### src/hdl/rpb_pkg.sv
// Shared types and constants for the RGBA8 pixel blend pipeline.
// No dependencies; imported by every module under hdl/.
package rpb_pkg;

    // blend_mode register codes; the unused code behaves as alpha over
    localparam logic [1:0] MODE_OVER  = 2'd0;
    localparam logic [1:0] MODE_ADD   = 2'd1;
    localparam logic [1:0] MODE_ERASE = 2'd2;

    // Effective alpha is a numerator over DEN = 255 * 32768
    localparam int DEN_W  = 23;
    localparam int PROD_W = 31;
    localparam int SUM_W  = 32;
    localparam int Q15_SH = 15;

    localparam logic [DEN_W-1:0]  DEN_VAL  = 23'd8355840;
    localparam logic [DEN_W-1:0]  HALF_DEN = 23'd4177920;
    localparam logic [PROD_W-1:0] TOP_NUM  = 31'd2130739200;  // 255 * DEN
    // floor(t / 255) == (t * 0x8081) >> 23 for every 16-bit t
    localparam logic [15:0]       RECIP_255 = 16'h8081;
    localparam int                RECIP_SH  = 23;

    typedef struct packed {
        logic [7:0]  dest_red;
        logic [7:0]  dest_green;
        logic [7:0]  dest_blue;
        logic [7:0]  dest_alpha;
        logic [7:0]  src_red;
        logic [7:0]  src_green;
        logic [7:0]  src_blue;
        logic [7:0]  src_alpha;
        logic [15:0] coverage;
    } in_item_t;

    typedef struct packed {
        logic [7:0] out_red;
        logic [7:0] out_green;
        logic [7:0] out_blue;
        logic [7:0] out_alpha;
        logic       written;
    } out_item_t;

    // Load enables of the six pipeline stages
    typedef struct packed {
        logic st1;
        logic st2;
        logic st3;
        logic st4;
        logic st5;
        logic st6;
    } stage_en_t;

endpackage

### src/hdl/rpb_alpha.sv
// Effective alpha stages: source alpha times coverage, clamped to one.
// Depends on rpb_pkg. Occupies pipeline stages 1 and 2.
module rpb_alpha import rpb_pkg::*; (
    input  logic             aclk,
    input  stage_en_t        en,
    input  logic [7:0]       src_alpha,
    input  logic [15:0]      coverage,
    output logic [DEN_W-1:0] alpha,
    output logic [DEN_W-1:0] inv_alpha
);

    logic [DEN_W:0]   prod_reg;
    logic [DEN_W:0]   prod_next;
    logic [DEN_W-1:0] alpha_reg;
    logic [DEN_W-1:0] alpha_next;
    logic [DEN_W-1:0] inv_reg;
    logic [DEN_W-1:0] inv_next;

    assign prod_next  = {16'd0, src_alpha} * {8'd0, coverage};
    assign alpha_next = (prod_reg > {1'b0, DEN_VAL}) ? DEN_VAL : prod_reg[DEN_W-1:0];
    assign inv_next   = DEN_VAL - alpha_next;

    always_ff @(posedge aclk) begin
        if (en.st1) begin
            prod_reg <= prod_next;
        end
        if (en.st2) begin
            alpha_reg <= alpha_next;
            inv_reg   <= inv_next;
        end
    end

    assign alpha     = alpha_reg;
    assign inv_alpha = inv_reg;

endmodule

### src/hdl/rpb_chan.sv
// One channel of the blend: two products, sum, clamp, round to unorm8.
// Depends on rpb_pkg. Occupies pipeline stages 3, 4 and 5.
module rpb_chan import rpb_pkg::*; (
    input  logic             aclk,
    input  stage_en_t        en,
    input  logic             add_mode,
    input  logic [7:0]       src_op,
    input  logic [7:0]       dst,
    input  logic [DEN_W-1:0] alpha,
    input  logic [DEN_W-1:0] inv_alpha,
    output logic [7:0]       result
);

    logic [PROD_W-1:0] src_prod_reg;
    logic [PROD_W-1:0] src_prod_next;
    logic [PROD_W-1:0] dst_prod_reg;
    logic [PROD_W-1:0] dst_prod_next;
    logic [DEN_W-1:0]  dst_scale;
    logic [SUM_W-1:0]  sum;
    logic [PROD_W-1:0] clamped;
    logic [PROD_W-1:0] rounded;
    logic [15:0]       quo_in_reg;
    logic [15:0]       quo_in_next;
    logic [SUM_W-1:0]  recip_prod;
    logic [7:0]        q_reg;
    logic [7:0]        q_next;

    // add mode keeps the destination at full weight
    assign dst_scale     = add_mode ? DEN_VAL : inv_alpha;
    assign src_prod_next = {{(PROD_W-8){1'b0}}, src_op} * {{(PROD_W-DEN_W){1'b0}}, alpha};
    assign dst_prod_next = {{(PROD_W-8){1'b0}}, dst} * {{(PROD_W-DEN_W){1'b0}}, dst_scale};

    assign sum         = {1'b0, src_prod_reg} + {1'b0, dst_prod_reg};
    assign clamped     = (sum > {1'b0, TOP_NUM}) ? TOP_NUM : sum[PROD_W-1:0];
    assign rounded     = clamped + {{(PROD_W-DEN_W){1'b0}}, HALF_DEN};
    assign quo_in_next = rounded[PROD_W-1:Q15_SH];

    // divide by 255 through the reciprocal
    assign recip_prod = {16'd0, quo_in_reg} * {16'd0, RECIP_255};
    assign q_next     = recip_prod[RECIP_SH+7:RECIP_SH];

    always_ff @(posedge aclk) begin
        if (en.st3) begin
            src_prod_reg <= src_prod_next;
            dst_prod_reg <= dst_prod_next;
        end
        if (en.st4) begin
            quo_in_reg <= quo_in_next;
        end
        if (en.st5) begin
            q_reg <= q_next;
        end
    end

    assign result = q_reg;

endmodule

### src/hdl/rgba_pixel_blend_core.sv
// RGBA8 pixel blend (over / add / erase) with a six-stage pipeline.
// Depends on rpb_pkg, rpb_alpha and rpb_chan.
//
// Blends one straight-alpha source colour into one RGBA8 destination pixel
// per transaction. Effective alpha is src_alpha times Q1.15 coverage, clamped
// to one; cfg_blend_mode picks alpha over (0), additive (1) or erase (2), the
// unused code acting as over. Outside add mode a zero alpha passes the pixel
// through with written low. One pixel is accepted per clock unless a stalled
// output has filled every stage; the six stages are alpha
// product, alpha clamp, channel products, sum with clamp and rounding, divide
// by 255, and the output register. Each stage has its own valid bit and loads
// whenever it is empty or the next stage moves, so a stalled output still lets
// upstream bubbles fill. Write cfg_blend_mode only while no pixel is in flight.
module rgba_pixel_blend_core import rpb_pkg::*; (
    input  logic       aclk,
    input  logic       aresetn,
    input  logic       cfg_valid,
    output logic       cfg_ready,
    input  logic [1:0] cfg_blend_mode,
    input  logic       s_valid,
    output logic       s_ready,
    input  in_item_t   s_data,
    output logic       m_valid,
    input  logic       m_ready,
    output out_item_t  m_data
);

    localparam int NUM_ST = 6;

    logic [1:0]        mode_reg;
    logic [NUM_ST:1]   valid_reg;
    logic [NUM_ST:1]   valid_next;
    logic [NUM_ST:1]   load;
    stage_en_t         en;
    in_item_t          item_reg [1:5];
    out_item_t         out_reg;
    out_item_t         out_next;
    logic [DEN_W-1:0]  alpha;
    logic [DEN_W-1:0]  inv_alpha;
    logic              add_mode;
    logic              erase_mode;
    logic [7:0]        col_op;
    logic [7:0]        alpha_op;
    logic [7:0]        q_red;
    logic [7:0]        q_green;
    logic [7:0]        q_blue;
    logic [7:0]        q_alpha;
    logic [7:0]        max_rg;
    logic [7:0]        max_ba;
    logic              zero_alpha;

    assign cfg_ready  = 1'b1;
    assign add_mode   = (mode_reg == MODE_ADD);
    assign erase_mode = (mode_reg == MODE_ERASE);

    always_ff @(posedge aclk) begin
        if (!aresetn) begin
            mode_reg <= MODE_OVER;
        end else if (cfg_valid) begin
            mode_reg <= cfg_blend_mode;
        end
    end

    // stage k loads when empty or when stage k+1 takes its contents
    always_comb begin
        load[NUM_ST] = !valid_reg[NUM_ST] || m_ready;
        for (int k = NUM_ST - 1; k >= 1; k--) begin
            load[k] = !valid_reg[k] || load[k+1];
        end
    end

    assign en = '{st1: load[1], st2: load[2], st3: load[3],
                  st4: load[4], st5: load[5], st6: load[6]};

    always_comb begin
        valid_next = valid_reg;
        if (load[1]) begin
            valid_next[1] = s_valid;
        end
        for (int k = 2; k <= NUM_ST; k++) begin
            if (load[k]) begin
                valid_next[k] = valid_reg[k-1];
            end
        end
    end

    always_ff @(posedge aclk) begin
        if (!aresetn) begin
            valid_reg <= '0;
        end else begin
            valid_reg <= valid_next;
        end
    end

    always_ff @(posedge aclk) begin
        if (load[1]) begin
            item_reg[1] <= s_data;
        end
        for (int k = 2; k <= 5; k++) begin
            if (load[k]) begin
                item_reg[k] <= item_reg[k-1];
            end
        end
        if (load[NUM_ST]) begin
            out_reg <= out_next;
        end
    end

    rpb_alpha u_alpha (
        .aclk      (aclk),
        .en        (en),
        .src_alpha (s_data.src_alpha),
        .coverage  (s_data.coverage),
        .alpha     (alpha),
        .inv_alpha (inv_alpha)
    );

    // source multiplicands: colour drops out in erase, alpha term is 255*a in over
    assign col_op   = erase_mode ? 8'd0 : 8'd0 | 8'd0;
    assign alpha_op = (add_mode || erase_mode) ? 8'd0 : 8'd255;

    rpb_chan u_red (
        .aclk      (aclk),
        .en        (en),
        .add_mode  (add_mode),
        .src_op    (erase_mode ? col_op : item_reg[2].src_red),
        .dst       (item_reg[2].dest_red),
        .alpha     (alpha),
        .inv_alpha (inv_alpha),
        .result    (q_red)
    );

    rpb_chan u_green (
        .aclk      (aclk),
        .en        (en),
        .add_mode  (add_mode),
        .src_op    (erase_mode ? col_op : item_reg[2].src_green),
        .dst       (item_reg[2].dest_green),
        .alpha     (alpha),
        .inv_alpha (inv_alpha),
        .result    (q_green)
    );

    rpb_chan u_blue (
        .aclk      (aclk),
        .en        (en),
        .add_mode  (add_mode),
        .src_op    (erase_mode ? col_op : item_reg[2].src_blue),
        .dst       (item_reg[2].dest_blue),
        .alpha     (alpha),
        .inv_alpha (inv_alpha),
        .result    (q_blue)
    );

    rpb_chan u_alpha_ch (
        .aclk      (aclk),
        .en        (en),
        .add_mode  (add_mode),
        .src_op    (alpha_op),
        .dst       (item_reg[2].dest_alpha),
        .alpha     (alpha),
        .inv_alpha (inv_alpha),
        .result    (q_alpha)
    );

    // add mode: alpha channel already holds dest_alpha, raise to brightest channel
    assign max_rg     = (q_red > q_green) ? q_red : q_green;
    assign max_ba     = (q_blue > q_alpha) ? q_blue : q_alpha;
    assign zero_alpha = (item_reg[5].src_alpha == 8'd0) || (item_reg[5].coverage == 16'd0);

    always_comb begin
        if (zero_alpha && !add_mode) begin
            out_next.out_red   = item_reg[5].dest_red;
            out_next.out_green = item_reg[5].dest_green;
            out_next.out_blue  = item_reg[5].dest_blue;
            out_next.out_alpha = item_reg[5].dest_alpha;
            out_next.written   = 1'b0;
        end else begin
            out_next.out_red   = q_red;
            out_next.out_green = q_green;
            out_next.out_blue  = q_blue;
            out_next.out_alpha = add_mode ? ((max_rg > max_ba) ? max_rg : max_ba) : q_alpha;
            out_next.written   = 1'b1;
        end
    end

    assign s_ready = load[1];
    assign m_valid = valid_reg[NUM_ST];
    assign m_data  = out_reg;

    // clamped alpha and its complement always sum to one
    assert property (@(posedge aclk) disable iff (!aresetn)
        valid_reg[3] |-> ({1'b0, alpha} + {1'b0, inv_alpha} == {1'b0, DEN_VAL}))
        else $error("alpha and inverse alpha do not sum to one");

    // an unwritten result only leaves the block outside add mode
    assert property (@(posedge aclk) disable iff (!aresetn)
        (m_valid && !m_data.written) |-> (mode_reg != MODE_ADD))
        else $error("unwritten pixel produced in add mode");

    // an accepted transaction occupies the first stage on the next cycle
    assert property (@(posedge aclk) disable iff (!aresetn)
        (s_valid && s_ready) |=> valid_reg[1])
        else $error("accepted transaction lost at stage 1");

    // a stalled output stage holds its result
    assert property (@(posedge aclk) disable iff (!aresetn)
        (m_valid && !m_ready) |=> (m_valid && $stable(out_reg)))
        else $error("stalled result changed");

endmodule
### config.mk
export PLATFORM = sky130hd
export DESIGN_NAME = rgba_pixel_blend_core
export DESIGN_NICKNAME = d
export VERILOG_FILES = /design/src/hdl/rpb_pkg.sv /design/src/hdl/rpb_alpha.sv /design/src/hdl/rpb_chan.sv /design/src/hdl/rgba_pixel_blend_core.sv
export SDC_FILE = /design/constraint.sdc
export NUM_CORES = 2
export LEC_CHECK = 0
export ABC_AREA = 1
export BUFFER_PORTS_ARGS = -buffer_cell sky130_fd_sc_hd__buf_2
export CORE_AREA = 2 2 334 583
export CTS_CLUSTER_DIAMETER = 60
export DETAILED_ROUTE_END_ITERATION = 10
export DIE_AREA = 0 0 336 585
export GPL_TIMING_DRIVEN = 0
export PLACE_DENSITY_LB_ADDON = 0.2
export SLEW_MARGIN = 20
export SYNTH_ARGS = -nofsm -noshare
export SYNTH_HDL_FRONTEND = slang
export SYNTH_SLANG_ARGS = --single-unit
### constraint.sdc
create_clock -name aclk -period 69.2 [get_ports aclk]
set_clock_uncertainty 0.2 [all_clocks]
set_input_delay 13.84 -clock aclk [delete_from_list [all_inputs] [get_ports aclk]]
set_output_delay 13.84 -clock aclk [all_outputs]
set_load 0.03 [all_outputs]
Yosys cells after proc, flatten, opt, wreduce, memory -nomap -nowiden
Memory sizes are Yosys's and may differ from the RTL's.
Index checks and enable logic that the tools add are counted.
{ "word_totals": {"n_memories": 1, "output_inout_bits": 36, "ramBits": 400, "wordCells": 107, "register_bits": 455, "inputBits": 87} }
{ "op_classes": {"magnitude_cmp": 8, "n_mux": 25, "n_eq_ne": 2, "addsub": 9, "reduce_logical": 18, "n_mul": 13} }
{ "mem_list": {"columns": ["memory", "words", "width", "rd", "rd_ports_with_merged_regs", "write_ports", "line_no", "source"], "rows": [
  ["item_reg", 5, 80, 5, 0, 5, "rgba_pixel_blend_core.sv:35", "in_item_t item_reg [1:5];"]
]} }
{ "op_table": {"columns": ["operator", "n"], "rows": [
  ["8-bit by 23-bit multiplier with 31-bit output", 8],
  ["31-bit by 31-bit adder with 32-bit output", 4],
  ["32-bit by 31-bit > comparator with 1-bit output, second input constant", 4],
  ["31-bit by 22-bit adder with 31-bit output, second input constant", 4],
  ["16-bit by 16-bit multiplier with 31-bit output, second input constant", 4],
  ["31-bit two-way mux", 4],
  ["8-bit two-way mux", 8],
  ["23-bit two-way mux", 2],
  ["33-bit two-way mux", 1],
  ["24-bit by 23-bit > comparator with 1-bit output, second input constant", 1],
  ["8-bit > comparator", 3],
  ["8-bit by 16-bit multiplier with 24-bit output", 1],
  ["23-bit subtractor, first input constant", 1],
  ["16-bit zero test", 1],
  ["1-bit two-way mux", 10],
  ["8-bit zero test", 1],
  ["1-bit logical OR", 8],
  ["1-bit zero test", 7],
  ["2-bit by 1-bit == test with 1-bit output, second input constant", 1],
  ["2-bit == test, second input constant", 1],
  ["1-bit logical AND", 1]
]} }

Depth between registers and ports, before layout
{ "logic_depth": {"ltp_word": 9, "depth_mapped": 33, "ltp_nobuf": 31} }

By module
Synthesis repeated with hierarchy kept, for this count alone.
{ "unflattened": {"hier_cells": 10916, "area_unflattened_um2": 91913.2} }
{ "modules_own_cells": {"columns": ["module", "instances", "seq_area_each_um2", "area_per_inst_um2", "cells_each"], "rows": [
  ["rpb_chan (u_green)", 1, 2582.5, 18019.8, 2346],
  ["rpb_chan (u_alpha_ch)", 1, 2582.5, 17979.7, 2316],
  ["rpb_chan (u_blue)", 1, 2582.5, 17892.2, 2328],
  ["rpb_chan (u_red)", 1, 2582.5, 17813.3, 2306],
  ["rgba_pixel_blend_core", 1, 11000.6, 12849.8, 735],
  ["rpb_alpha", 1, 2072.0, 7358.3, 885]
]} }

Least setup slack after synthesis
Ideal clock, no wire load.
{ "synth_timing": {"path_kind": "input-to-output", "start": "input m_ready", "end": "output s_ready", "path_slack_ns": 27.069, "required_time_ns": 55.160, "path_buffers": 0, "t_arrival_ns": 28.091, "stages": 10, "cell_sequence": "nor2_1 inv_1 nor2_1 inv_1 nor2_1 inv_1 nor2_1 inv_1 nor2_1 nand2_1"} }
{ "synth_rtl": {"columns": ["element", "line_no", "source"], "rows": [
  ["from (decl)", "rgba_pixel_blend_core.sv:24", "input logic m_ready,"],
  ["to (decl)", "rgba_pixel_blend_core.sv:21", "output logic s_ready,"]
]} }

==> run metrics <==
status completed; max capacitance violation total 0; synthesized-area fraction occupied by adder cells 36.8%; Synth Area in XOR/XNOR 3.37%; initial antenna violation count 21; die width 336 um; Final ANT Viol Nets 0; vias in the first global route 71600; total core area 192000 sq um; Via density around 5.2; Max-slew headroom 15.1%; most common cell after layout, fill and taps aside nand2_1; commonest cells after routing, fill and taps aside 2321 x nand2_1, 1984 x inv_1, 1122 x nor2_1; FF+latch count, synth between 700 and 800; Hold Crit Class reg -> reg; final worst slack around 37 ns; clk_lat worst skew about 0.76 ns; die height 585 um; setup_tns 0 ns; crit path DAT 17.94 ns; final hold violations 0; portion of netlist area occupied by mux cells 0.115%; Clock transition at path regs 0.07 ns; cts bufs inserted 83; Hold Path Cell Cnt 0; # resized after CTS 0; Critical Path Source m_ready; Clock Path Buffers 3; FP Rows around 210; max reg flops 328; grt total ovfl 0; Worst R2R Path Depth 28; layout cell share with drive strength beyond 1 between 3 and 4%; CTS tree done; Post-Route WL roughly 280000 um; Root Buffer Master clkbuf_16; H-tree levels 3; largest family of logic cells by synthesized area adder cells; Main synth FF type edfxtp_1; count of different cell masters after synthesis between 60 and 70; synthesized area 87800 sq um; DR vias 68200; fmax between 30 and 40 MHz; number of detailed-routing iterations run before antenna repair 6; YS warnings 0; reg2reg end u_green.dst_prod_reg[27]; Post-Synth Simple-Gate Area 18.3%; Reg-to-Reg Start mode_reg[1]; Tcrit/Tclk final 46.2%; DP Wirelength 232000 um; # clock sinks 782; largest net degree at the start of global routing 116; RSZ-0062 raised after global routing false; WP data required about 55 ns; Final Slew Violations 0; Post-synth EDFFs 774; CP endpoint kind output pin; Crit Path Class in -> out; DP Worst Slack about 37 ns; I/O pin total ~120; Worst setup SP type input pin; DRC Markers 0; postcts setup bufs 0; syn_nets approximately 12000; FF-to-FF setup slack 59.11 ns; area of the die 197000 sq um; Area growth syn-to-layout 8.09%; Compound-Gate Fraction of Synth Area 4.88%; register area share after synthesis between 20% and 30%; hold buffer count at cts 0; WL per Instance between 20 and 25 um; 1st-iter DRT viols 4249; worst-margin pin slew 1.27 ns; global-route wire length before repair 415000 um; Post-Route Utilization 49.4%; final net count 12300; Cells after Synth 10100; Fillers around 19000; post-layout min period 31.98 ns; synthesized area per cell 8.69 sq um; final setup fails 0; gp weighted congestion 1.01; CP Capture Point s_ready; Post-synth ARST share 0%; Initial Utilization 45.7%; Port Buf Inserts 121; worst-path fanout max 97; Tot GR Track Use roughly 29%
## metal layers
layer,global-route usage (%),routed length [um],vias up
li1,-,-,31800
met1,28.4,92900,33100
met2,51.9,142000,2225
met3,3.53,12800,980
met4,25.4,29900,10
met5,0,66,-
## worst min path at each step
stage	endpoint	start	slack [ns]
after floorplan	item_reg[0][160]	item_reg[0][80]	0.20
after global placement	item_reg[0][399]	item_reg[0][319]	0.20
after detailed placement	item_reg[0][160]	item_reg[0][80]	0.20
after CTS	item_reg[0][391]	item_reg[0][311]	0.20
after global routing	item_reg[0][391]	item_reg[0][311]	0.22
final	item_reg[0][391]	item_reg[0][311]	0.21
## metrics by stage
stage | instance area, sq um | hold WS (ns) | std cells
2_1_floorplan | 87800 | 0.200 | 10100
5_1_grt | 94800 | 0.217 | 13000
3_3_place_gp | 91600 | 0.201 | 12800
3_5_place_dp | 91900 | 0.205 | 12800
6_report | 94800 | 0.211 | 13000
4_1_cts | 94700 | 0.201 | 13000
## area by class of cell
class,instances,area (sq um),area share [%]
antenna,42,105,0.111
inverter,2031,7650,8.07
tap,2580,3230,3.40
multi-input combinational,7022,55800,58.8
clock buffer,92,2110,2.23
clock inverter,63,758,0.799
buffer,258,1030,1.09
timing repair buffer,129,806,0.850
sequential,782,23400,24.7
## synthesized netlist by cell type (7+ instances only)
cell type,count,share of area [%]
buf_1,16,0.068
a21oi_1,409,2.3
fa_1,1075,25
a21o_1,21,0.18
nand3_1,262,1.5
clkinv_1,25,0.11
xnor2_1,116,1.2
a21boi_1,7,0.060
o221ai_1,7,0.070
nand3_2,14,0.16
o21ai_0,152,0.87
nor2_1,1125,4.8
and2_1,10,0.071
nand2_2,31,0.22
nor2_2,20,0.14
o21ai_1,20,0.11
nand2_1,2322,9.9
mux2_2,9,0.12
a31oi_1,19,0.14
o41ai_1,9,0.090
inv_2,16,0.068
a211oi_1,8,0.068
nor3_1,42,0.24
o211ai_1,24,0.21
ha_1,863,12
o21bai_1,21,0.18
nand3b_1,34,0.29
a21boi_0,18,0.15
xor2_1,222,2.2
edfxtp_1,774,26
inv_1,1989,8.5
nor4_1,21,0.15
nand4_1,77,0.55
dfxtp_1,8,0.18
o21a_1,14,0.12
clkbuf_1,231,0.99
## kinds of logic (layout without fill, tap and decap cells)
family / Yosys count / count (layout)
other: 1 / 43
XOR/XNOR: 338 / 338
AND/OR/NAND/NOR: 3978 / 3978
adder cells (fa/ha/maj): 1938 / 1938
buffers and inverters: 2289 / 2573
flip-flops: 782 / 782
multiplexers: 9 / 9
AO/OA/AOI/OAI: 758 / 758
## critical path, cell delays in order
cell	delay [ns]
buf_2	0.07
nor2_1	0.04
inv_2	0.55
nor2_1	0.16
inv_4	0.47
nor2_1	0.22
inv_8	0.32
nor2_1	0.18
inv_8	0.42
nor2_1	0.30
nand2_4	0.40
buf_12	0.28
buf_16	0.27
buf_2	0.26
Power is left out: the tool's default activity adds up to more than one toggle a clock period on the data nets, which glitch-free logic cannot reach.
